### src/hw/rtl/wabd_pkg.sv
// Shared types and constants for the window average band detector.
// No dependencies; imported by the core and the top level.

package wabd_pkg;

   localparam int LIMIT_W   = 19;
   localparam int SUM_OUT_W = 19;
   localparam int LAYER_W   = 16;

   localparam logic [LIMIT_W-1:0] LOW_LIMIT_RESET  = 19'd93618;
   localparam logic [LIMIT_W-1:0] HIGH_LIMIT_RESET = 19'd117021;

   // Configuration register indexes
   typedef enum logic [0:0] {
      CSR_LOW_LIMIT  = 1'b0,
      CSR_HIGH_LIMIT = 1'b1
   } csr_index_type;

   typedef enum logic [1:0] {
      ST_FILLING = 2'd0,
      ST_DONE    = 2'd1,
      ST_ABORT   = 2'd2,
      ST_SLIDING = 2'd3
   } status_type;

   typedef struct packed {
      status_type           status;
      logic [SUM_OUT_W-1:0] window_sum;
      logic [LAYER_W-1:0]   layer_count;
   } result_type;

endpackage

### src/hw/rtl/wabd_ram.sv
// Generic single-write, single-read RAM with registered read data.
// No dependencies.

module wabd_ram #(
   parameter int WIDTH = 14,
   parameter int DEPTH = 20
) (
   input  logic                     clock,
   input  logic                     wr_en,
   input  logic [$clog2(DEPTH)-1:0] wr_addr,
   input  logic [WIDTH-1:0]         wr_data,
   input  logic [$clog2(DEPTH)-1:0] rd_addr,
   output logic [WIDTH-1:0]         rd_data
);

   logic [WIDTH-1:0] mem_ff [DEPTH];
   logic [WIDTH-1:0] rd_data_ff;

   always_ff @(posedge clock) begin
      if (wr_en) begin
         mem_ff[wr_addr] <= wr_data;
      end
      rd_data_ff <= mem_ff[rd_addr];
   end

   assign rd_data = rd_data_ff;

endmodule

### src/hw/rtl/wabd_core.sv
// Window state, running sum and band classification for one transaction.
// Depends on wabd_pkg and wabd_ram (sample window storage).

module wabd_core
   import wabd_pkg::*;
#(
   parameter int WINDOW_LEN  = 20,
   parameter int SAMPLE_BITS = 14
) (
   input  logic                   clock,
   input  logic                   reset,
   input  logic                   fire,
   input  logic [SAMPLE_BITS-1:0] sample,
   input  logic [LIMIT_W-1:0]     low_limit,
   input  logic [LIMIT_W-1:0]     high_limit,
   output result_type             result
);

   localparam int IDX_W   = $clog2(WINDOW_LEN);
   localparam int CNT_W   = $clog2(WINDOW_LEN + 1);
   localparam int FULL_W  = $clog2(WINDOW_LEN * ((1 << SAMPLE_BITS) - 1) + 1);
   localparam int CMP_W   = (FULL_W > LIMIT_W) ? FULL_W : LIMIT_W;

   logic [IDX_W-1:0]   oldest_ff, oldest_in;
   logic [CNT_W-1:0]   fill_ff, fill_in;
   logic [CMP_W-1:0]   sum_ff, sum_in;
   logic [LAYER_W-1:0] comp_ff, comp_in;
   logic               byp_hit_ff, byp_hit_in;
   logic [SAMPLE_BITS-1:0] byp_data_ff;

   logic                   wr_en;
   logic [IDX_W:0]         wr_pos;
   logic [IDX_W-1:0]       wr_addr;
   logic [SAMPLE_BITS-1:0] rd_data;
   logic [SAMPLE_BITS-1:0] oldest_val;
   logic [CNT_W-1:0]       fill_a;
   logic [CMP_W-1:0]       sum_a;
   logic [CMP_W-1:0]       lo_ext, hi_ext;
   logic [IDX_W-1:0]       oldest_next;
   status_type             status;

   // Write slot is (oldest + fill) mod window; both operands are below the window length.
   always_comb begin
      wr_pos = (IDX_W+1)'(oldest_ff) + (IDX_W+1)'(fill_ff);
      if (wr_pos >= (IDX_W+1)'(WINDOW_LEN)) begin
         wr_pos = wr_pos - (IDX_W+1)'(WINDOW_LEN);
      end
      wr_addr = wr_pos[IDX_W-1:0];
   end

   assign oldest_next = (oldest_ff == IDX_W'(WINDOW_LEN - 1)) ? '0 : oldest_ff + 1'b1;
   assign lo_ext      = CMP_W'(low_limit);
   assign hi_ext      = CMP_W'(high_limit);
   // RAM read data is registered; a write to the slot being fetched is forwarded
   assign oldest_val  = byp_hit_ff ? byp_data_ff : rd_data;

   always_comb begin
      wr_en  = 1'b0;
      fill_a = fill_ff;
      sum_a  = sum_ff;
      if (fill_ff != CNT_W'(WINDOW_LEN)) begin
         wr_en  = fire;
         fill_a = fill_ff + 1'b1;
         sum_a  = sum_ff + CMP_W'(sample);
      end

      oldest_in = oldest_ff;
      fill_in   = fill_ff;
      sum_in    = sum_ff;
      comp_in   = comp_ff;
      if (fill_a != CNT_W'(WINDOW_LEN)) begin
         status  = ST_FILLING;
         fill_in = fill_a;
         sum_in  = sum_a;
      end else if (sum_a >= lo_ext && sum_a <= hi_ext) begin
         status    = ST_DONE;
         oldest_in = '0;
         fill_in   = '0;
         sum_in    = '0;
         comp_in   = comp_ff + 1'b1;
      end else if (sum_a < lo_ext) begin
         status    = ST_ABORT;
         oldest_in = '0;
         fill_in   = '0;
         sum_in    = '0;
      end else begin
         status    = ST_SLIDING;
         oldest_in = oldest_next;
         fill_in   = CNT_W'(WINDOW_LEN - 1);
         sum_in    = sum_a - CMP_W'(oldest_val);
      end

      if (!fire) begin
         oldest_in = oldest_ff;
         fill_in   = fill_ff;
         sum_in    = sum_ff;
         comp_in   = comp_ff;
      end

      byp_hit_in = wr_en && (wr_addr == oldest_in);
   end

   always_ff @(posedge clock) begin
      if (reset) begin
         oldest_ff  <= '0;
         fill_ff    <= '0;
         sum_ff     <= '0;
         comp_ff    <= '0;
         byp_hit_ff <= 1'b0;
      end else begin
         oldest_ff  <= oldest_in;
         fill_ff    <= fill_in;
         sum_ff     <= sum_in;
         comp_ff    <= comp_in;
         byp_hit_ff <= byp_hit_in;
      end
      byp_data_ff <= sample;
   end

   wabd_ram #(
      .WIDTH (SAMPLE_BITS),
      .DEPTH (WINDOW_LEN)
   ) u_window_ram (
      .clock   (clock),
      .wr_en   (wr_en),
      .wr_addr (wr_addr),
      .wr_data (sample),
      .rd_addr (oldest_in),
      .rd_data (rd_data)
   );

   assign result.status      = status;
   assign result.window_sum  = sum_a[SUM_OUT_W-1:0];
   assign result.layer_count = comp_in;

endmodule

### src/hw/rtl/window_average_band_detector_top.sv
// Top level of the window average band detector: input stage, limit
// registers, result register. Depends on wabd_pkg and wabd_core.
//
//  channel  | direction | ports                                   | accepted when
//  ---------+-----------+-----------------------------------------+------------------------
//  request  | in        | req_valid, req_stall, req_raw_sample    | req_valid & !req_stall
//  response | out       | rsp_valid, rsp_stall, rsp_status,       | rsp_valid & !rsp_stall
//           |           | rsp_window_sum, rsp_layer_count         |
//  csr      | in        | csr_write_enable, csr_index,            | csr_write_enable
//           |           | csr_write_data                          |
//
// One transaction per cycle sustained while rsp_stall is low; the path runs through the input
// register, then the window update and band compare into the result register.
// The window RAM reads one slot per cycle, the oldest sample, which feeds the window
// update loop. Synchronous reset empties the window at once; no clearing pass.
// A stalled response holds the input stage; req_stall rises only when both are full.

module window_average_band_detector_top
   import wabd_pkg::*;
#(
   parameter int WINDOW_LEN  = 20,
   parameter int SAMPLE_BITS = 14
) (
   input  logic                   clock,
   input  logic                   reset,
   input  logic                   req_valid,
   output logic                   req_stall,
   input  logic [SAMPLE_BITS-1:0] req_raw_sample,
   output logic                   rsp_valid,
   input  logic                   rsp_stall,
   output logic [1:0]             rsp_status,
   output logic [SUM_OUT_W-1:0]   rsp_window_sum,
   output logic [LAYER_W-1:0]     rsp_layer_count,
   input  logic                   csr_write_enable,
   input  logic [0:0]             csr_index,
   input  logic [LIMIT_W-1:0]     csr_write_data
);

   logic                   s1_valid_ff, s1_valid_in;
   logic [SAMPLE_BITS-1:0] s1_sample_ff;
   logic                   rsp_valid_ff, rsp_valid_in;
   result_type             rsp_data_ff;
   result_type             core_result;
   logic [LIMIT_W-1:0]     low_limit_ff, high_limit_ff;
   logic                   out_ready;
   logic                   advance;
   logic                   req_take;

   assign out_ready = !rsp_valid_ff || !rsp_stall;
   assign advance   = s1_valid_ff && out_ready;
   assign req_stall = s1_valid_ff && !out_ready;
   assign req_take  = req_valid && !req_stall;

   always_comb begin
      s1_valid_in = s1_valid_ff;
      if (req_take) begin
         s1_valid_in = 1'b1;
      end else if (advance) begin
         s1_valid_in = 1'b0;
      end

      rsp_valid_in = rsp_valid_ff && rsp_stall;
      if (advance) begin
         rsp_valid_in = 1'b1;
      end
   end

   always_ff @(posedge clock) begin
      if (reset) begin
         s1_valid_ff   <= 1'b0;
         rsp_valid_ff  <= 1'b0;
         low_limit_ff  <= LOW_LIMIT_RESET;
         high_limit_ff <= HIGH_LIMIT_RESET;
      end else begin
         s1_valid_ff  <= s1_valid_in;
         rsp_valid_ff <= rsp_valid_in;
         if (csr_write_enable) begin
            unique case (csr_index_type'(csr_index))
               CSR_LOW_LIMIT:  low_limit_ff  <= csr_write_data;
               CSR_HIGH_LIMIT: high_limit_ff <= csr_write_data;
               default: ;
            endcase
         end
      end
      if (req_take) begin
         s1_sample_ff <= req_raw_sample;
      end
      if (advance) begin
         rsp_data_ff <= core_result;
      end
   end

   wabd_core #(
      .WINDOW_LEN  (WINDOW_LEN),
      .SAMPLE_BITS (SAMPLE_BITS)
   ) u_core (
      .clock      (clock),
      .reset      (reset),
      .fire       (advance),
      .sample     (s1_sample_ff),
      .low_limit  (low_limit_ff),
      .high_limit (high_limit_ff),
      .result     (core_result)
   );

   assign rsp_valid       = rsp_valid_ff;
   assign rsp_status      = rsp_data_ff.status;
   assign rsp_window_sum  = rsp_data_ff.window_sum;
   assign rsp_layer_count = rsp_data_ff.layer_count;

   // held input transaction must not be lost or altered while the result side is blocked
   a_s1_hold: assert property (@(posedge clock) disable iff (reset)
      (s1_valid_ff && !out_ready) |=> (s1_valid_ff && $stable(s1_sample_ff)))
      else $error("input stage dropped or changed while blocked");

   // a new result only ever comes from an occupied input stage
   a_rsp_source: assert property (@(posedge clock) disable iff (reset)
      $rose(rsp_valid_ff) |-> $past(s1_valid_ff))
      else $error("result appeared without a transaction in the input stage");

   a_reset_empty: assert property (@(posedge clock)
      reset |=> (!rsp_valid_ff && !s1_valid_ff))
      else $error("pipeline not empty after reset");

endmodule
### config.mk
export PLATFORM = sky130hd
export DESIGN_NAME = window_average_band_detector_top
export DESIGN_NICKNAME = d
export VERILOG_FILES = /design/src/hw/rtl/wabd_pkg.sv /design/src/hw/rtl/wabd_ram.sv /design/src/hw/rtl/wabd_core.sv /design/src/hw/rtl/window_average_band_detector_top.sv
export SDC_FILE = /design/constraint.sdc
export NUM_CORES = 1
export LEC_CHECK = 0
export ABC_AREA = 0
export BUFFER_PORTS_ARGS = -buffer_cell sky130_fd_sc_hd__buf_2
export CORE_ASPECT_RATIO = 2
export CORE_MARGIN = 8
export CORE_UTILIZATION = 53
export DETAILED_ROUTE_END_ITERATION = 8
export HOLD_SLACK_MARGIN = 0.15
export PLACE_DENSITY = 0.72
export RECOVER_POWER = 25
export SLEW_MARGIN = 20
export SYNTH_ARGS = -nofsm -noshare
export SYNTH_HDL_FRONTEND = slang
export SYNTH_HIERARCHICAL = 1
export SYNTH_SLANG_ARGS = --single-unit
### constraint.sdc
create_clock -name clock -period 7.87 [get_ports clock]
set_input_delay 1.574 -clock clock [delete_from_list [all_inputs] [get_ports clock]]
set_output_delay 1.574 -clock clock [all_outputs]
set_load 0.01 [all_outputs]
==> run metrics <==
fmax=0.142 GHz; Synth Area in XOR/XNOR=2.04%; critical path class=register to register; clock latency at the later pin of the worst-skew pair=560 ps; number of global-route vias before repair=12500; Remaining DRCs=0; pwr/cell area=229 nW/um2; post-cts resize count=0; Nets=1594; final worst-path cycle share=89.4%; total power=5.03 mW; Slew Viols, Final=0; Core Region=37000 um2; largest net degree at the start of global routing=106; die height=289 um; Setup TNS=0 ps; I/O pin cnt=78; Async SR Flop Fraction=0%; Synth Area in Adders=5.19%; mux share of post-synthesis cell area=10.6%; post-synthesis cell area=19700 um2; Detail Route met2 WL=26200 um; max-cap viol count=0; Finished Layout Cells=1965; drt initial violations=662; die area=44000 um2; wirelength, routed=48500 um; worst path required time=8230 ps; CP Max Fanout=48; DRT met1 WL=16000 um; Yosys cell types=81; top layer in use=met4; post-synthesis simple-gate area fraction=9.20%; clock sink count=445; post-synth top area share=50.4%; compound-gate portion of the synthesized area=8.05%; Post-Place Cells=1893; Peak VDD IR=0.156 mV; final hold vios=0; most frequent cells in the layout=331 x edfxtp_1, 114 x dfxtp_1, 83 x nor2_1; CTS Buf Count=39; Yosys top cell by area=edfxtp_1; total track usage=22.1%; Initial Util=53.3%; area post-placement=20700 um2; row count=100; first-pass GRT wire length=73300 um; Setup Buffers After CTS=0; die width=152 um; status=finished, final reports clean; proportion of layout cells with a drive suffix above 1=18.6%; Crit. End Element=register; Post-synth top flop=edfxtp_1; worst-case clock skew=27.9 ps; DRT Pass-1 Iters=7; final setup vio count=0; commonest non-fill, non-tap cell in the layout=edfxtp_1; Hold/Removal Path Class=register to register; Worst-Margin Slew=1160 ps; Antenna Violating Nets Remaining=0; Root Driver=clkbuf_16; reg2reg setup slack=840 ps; clock tree buffer depth=3; DP HPWL=32800 um; Seq/Total Area, Yosys=61.9%; Antenna diodes=0; met3 routed WL=2780 um; RSZ-0062 raised after global routing=no; combinational family with the most area after synthesis=multiplexers; Post-Synthesis Cells=1387; hold slack final=466 ps; WL/cell=24.7 um; syn nets=1506; worst relative slew slack=22.5%; PortBufs=77; GPL Wtd Cong=0.956; top cells by area, synth=edfxtp_1 50%, dfxtp_1 12%, mux4_2 8.0%; Reg clk slew, reported paths=70 ps; TritonCTS clock tree=done; Yosys reg bits=445; Layout area overhead=11.1%; synth warn=6; initial antenna violation count=1; leakage power=7.71 nW; Tmin final=7030 ps; hold buffer count at CTS=0; H-Tree Depth=2; CP arrival=7390 ps; DR vias=12000; Worst Setup Start Kind=register; number of flops mapped to enable cells by yosys=331; Non-Filler Cell Area, Final=21900 um2; syn_area_per_cell=14.2 um2; Fillers=2860; total global routing overflow=0; vias per cell=6.12
==> registers in the layout (all words and copies together) (netlist names), 14 cells and up <==
name                         cells
u_core/u_window_ram/mem_ff     280
u_core/comp_ff                  16
u_core/byp_data_ff              14
rsp_layer_count                 16
high_limit_ff                   19
u_core/sum_ff                   19
u_core/u_window_ram/rd_data     14
rsp_window_sum                  19
low_limit_ff                    19
s1_sample_ff                    14
==> logic make-up (layout without fill, tap and decap cells) <==
family / Yosys count / after routing
buffers and inverters: 126 / 245
XOR/XNOR: 46 / 46
flip-flops: 445 / 445
AND/OR/NAND/NOR: 335 / 335
adder cells (fa/ha/maj): 80 / 80
multiplexers: 121 / 121
AO/OA/AOI/OAI: 234 / 234
==> layout make-up <==
cell class / instances / area (um2) / area share (%)
clock inverters: 23 / 203 / 0.924
inverters: 69 / 259 / 1.18
well taps: 459 / 574 / 2.62
flip-flops and latches: 445 / 12200 / 55.7
repair buffers: 104 / 584 / 2.66
multi-input cells: 816 / 7050 / 32.2
clock buffers: 49 / 1030 / 4.72
==> through the flow <==
stage,utilization [%],setup WS [ps]
6_report,59.2,837
5_1_grt,59.2,338
4_1_cts,59.2,803
3_5_place_dp,55.9,824
3_3_place_gp,55.8,978
2_1_floorplan,-,1230
==> worst max-delay path: stages, from the launching register on <==
cell and delay (ps):
edfxtp_1 730, ha_1 400, fa_1 430, a211oi_1 400, o21bai_1 130, a21oi_1 230
o21ai_0 190, a31o_2 290, xnor2_1 120, a21oi_1 510, ha_1 210, and4_1 200
nor3b_1 260, a2111o_1 350, nand3_4 170, nor4_1 330, a21o_4 740, buf_12 310
mux4_2 520, mux2i_1 160, a211oi_1 100
==> synth_stat cells, types with 9 or more instances <==
cell        n
a21o_1     12
nand2b_1   23
o22ai_1    15
and3_1     10
dfxtp_1   114
nor3_1     26
nor2b_1    44
inv_1      68
edfxtp_1  331
mux2i_1    49
clkbuf_1   24
xnor2_1    26
buf_6       9
mux4_2     70
nand3_1    27
a21oi_1    61
nand2_1    43
nor2_1    104
a221oi_1   15
a211oi_1   29
xor2_1     20
ha_1       77
buf_2      16
nand3b_1   10
o21ai_0    41
nand4_1     9
==> per-layer routing <==
metal	global-route usage (%)	vias up
li1	-	5459
met1	21.5	5938
met2	42.2	461
met3	3.44	169
met4	15.2	0
met5	0	-
==> power breakdown <==
part / total, mW / internal [mW] / leakage (nW) / switching (mW)
logic: 0.535 / 0.204 / 3.18 / 0.331
clock network: 1.88 / 1.04 / 0.594 / 0.842
registers: 2.62 / 2.57 / 3.94 / 0.0440
total: 5.03 / 3.82 / 7.71 / 1.22
==> path summary, 6_finish.rpt <==
| path | cells after the start | end | from |
|---|---|---|---|
| worst max-delay path | 20 | u_core/u_window_ram/rd_data[13]$_DFF_P_ | s1_sample_ff[0]$_DFFE_PP_ |
| worst min-delay path | 1 | high_limit_ff[2]$_SDFFE_PP1P_ | high_limit_ff[2]$_SDFFE_PP1P_ |
| worst max register to register | 20 | u_core/u_window_ram/rd_data[13]$_DFF_P_ | s1_sample_ff[0]$_DFFE_PP_ |
| worst min register to register | 1 | high_limit_ff[2]$_SDFFE_PP1P_ | high_limit_ff[2]$_SDFFE_PP1P_ |
Power figures use the tool's default switching activity.
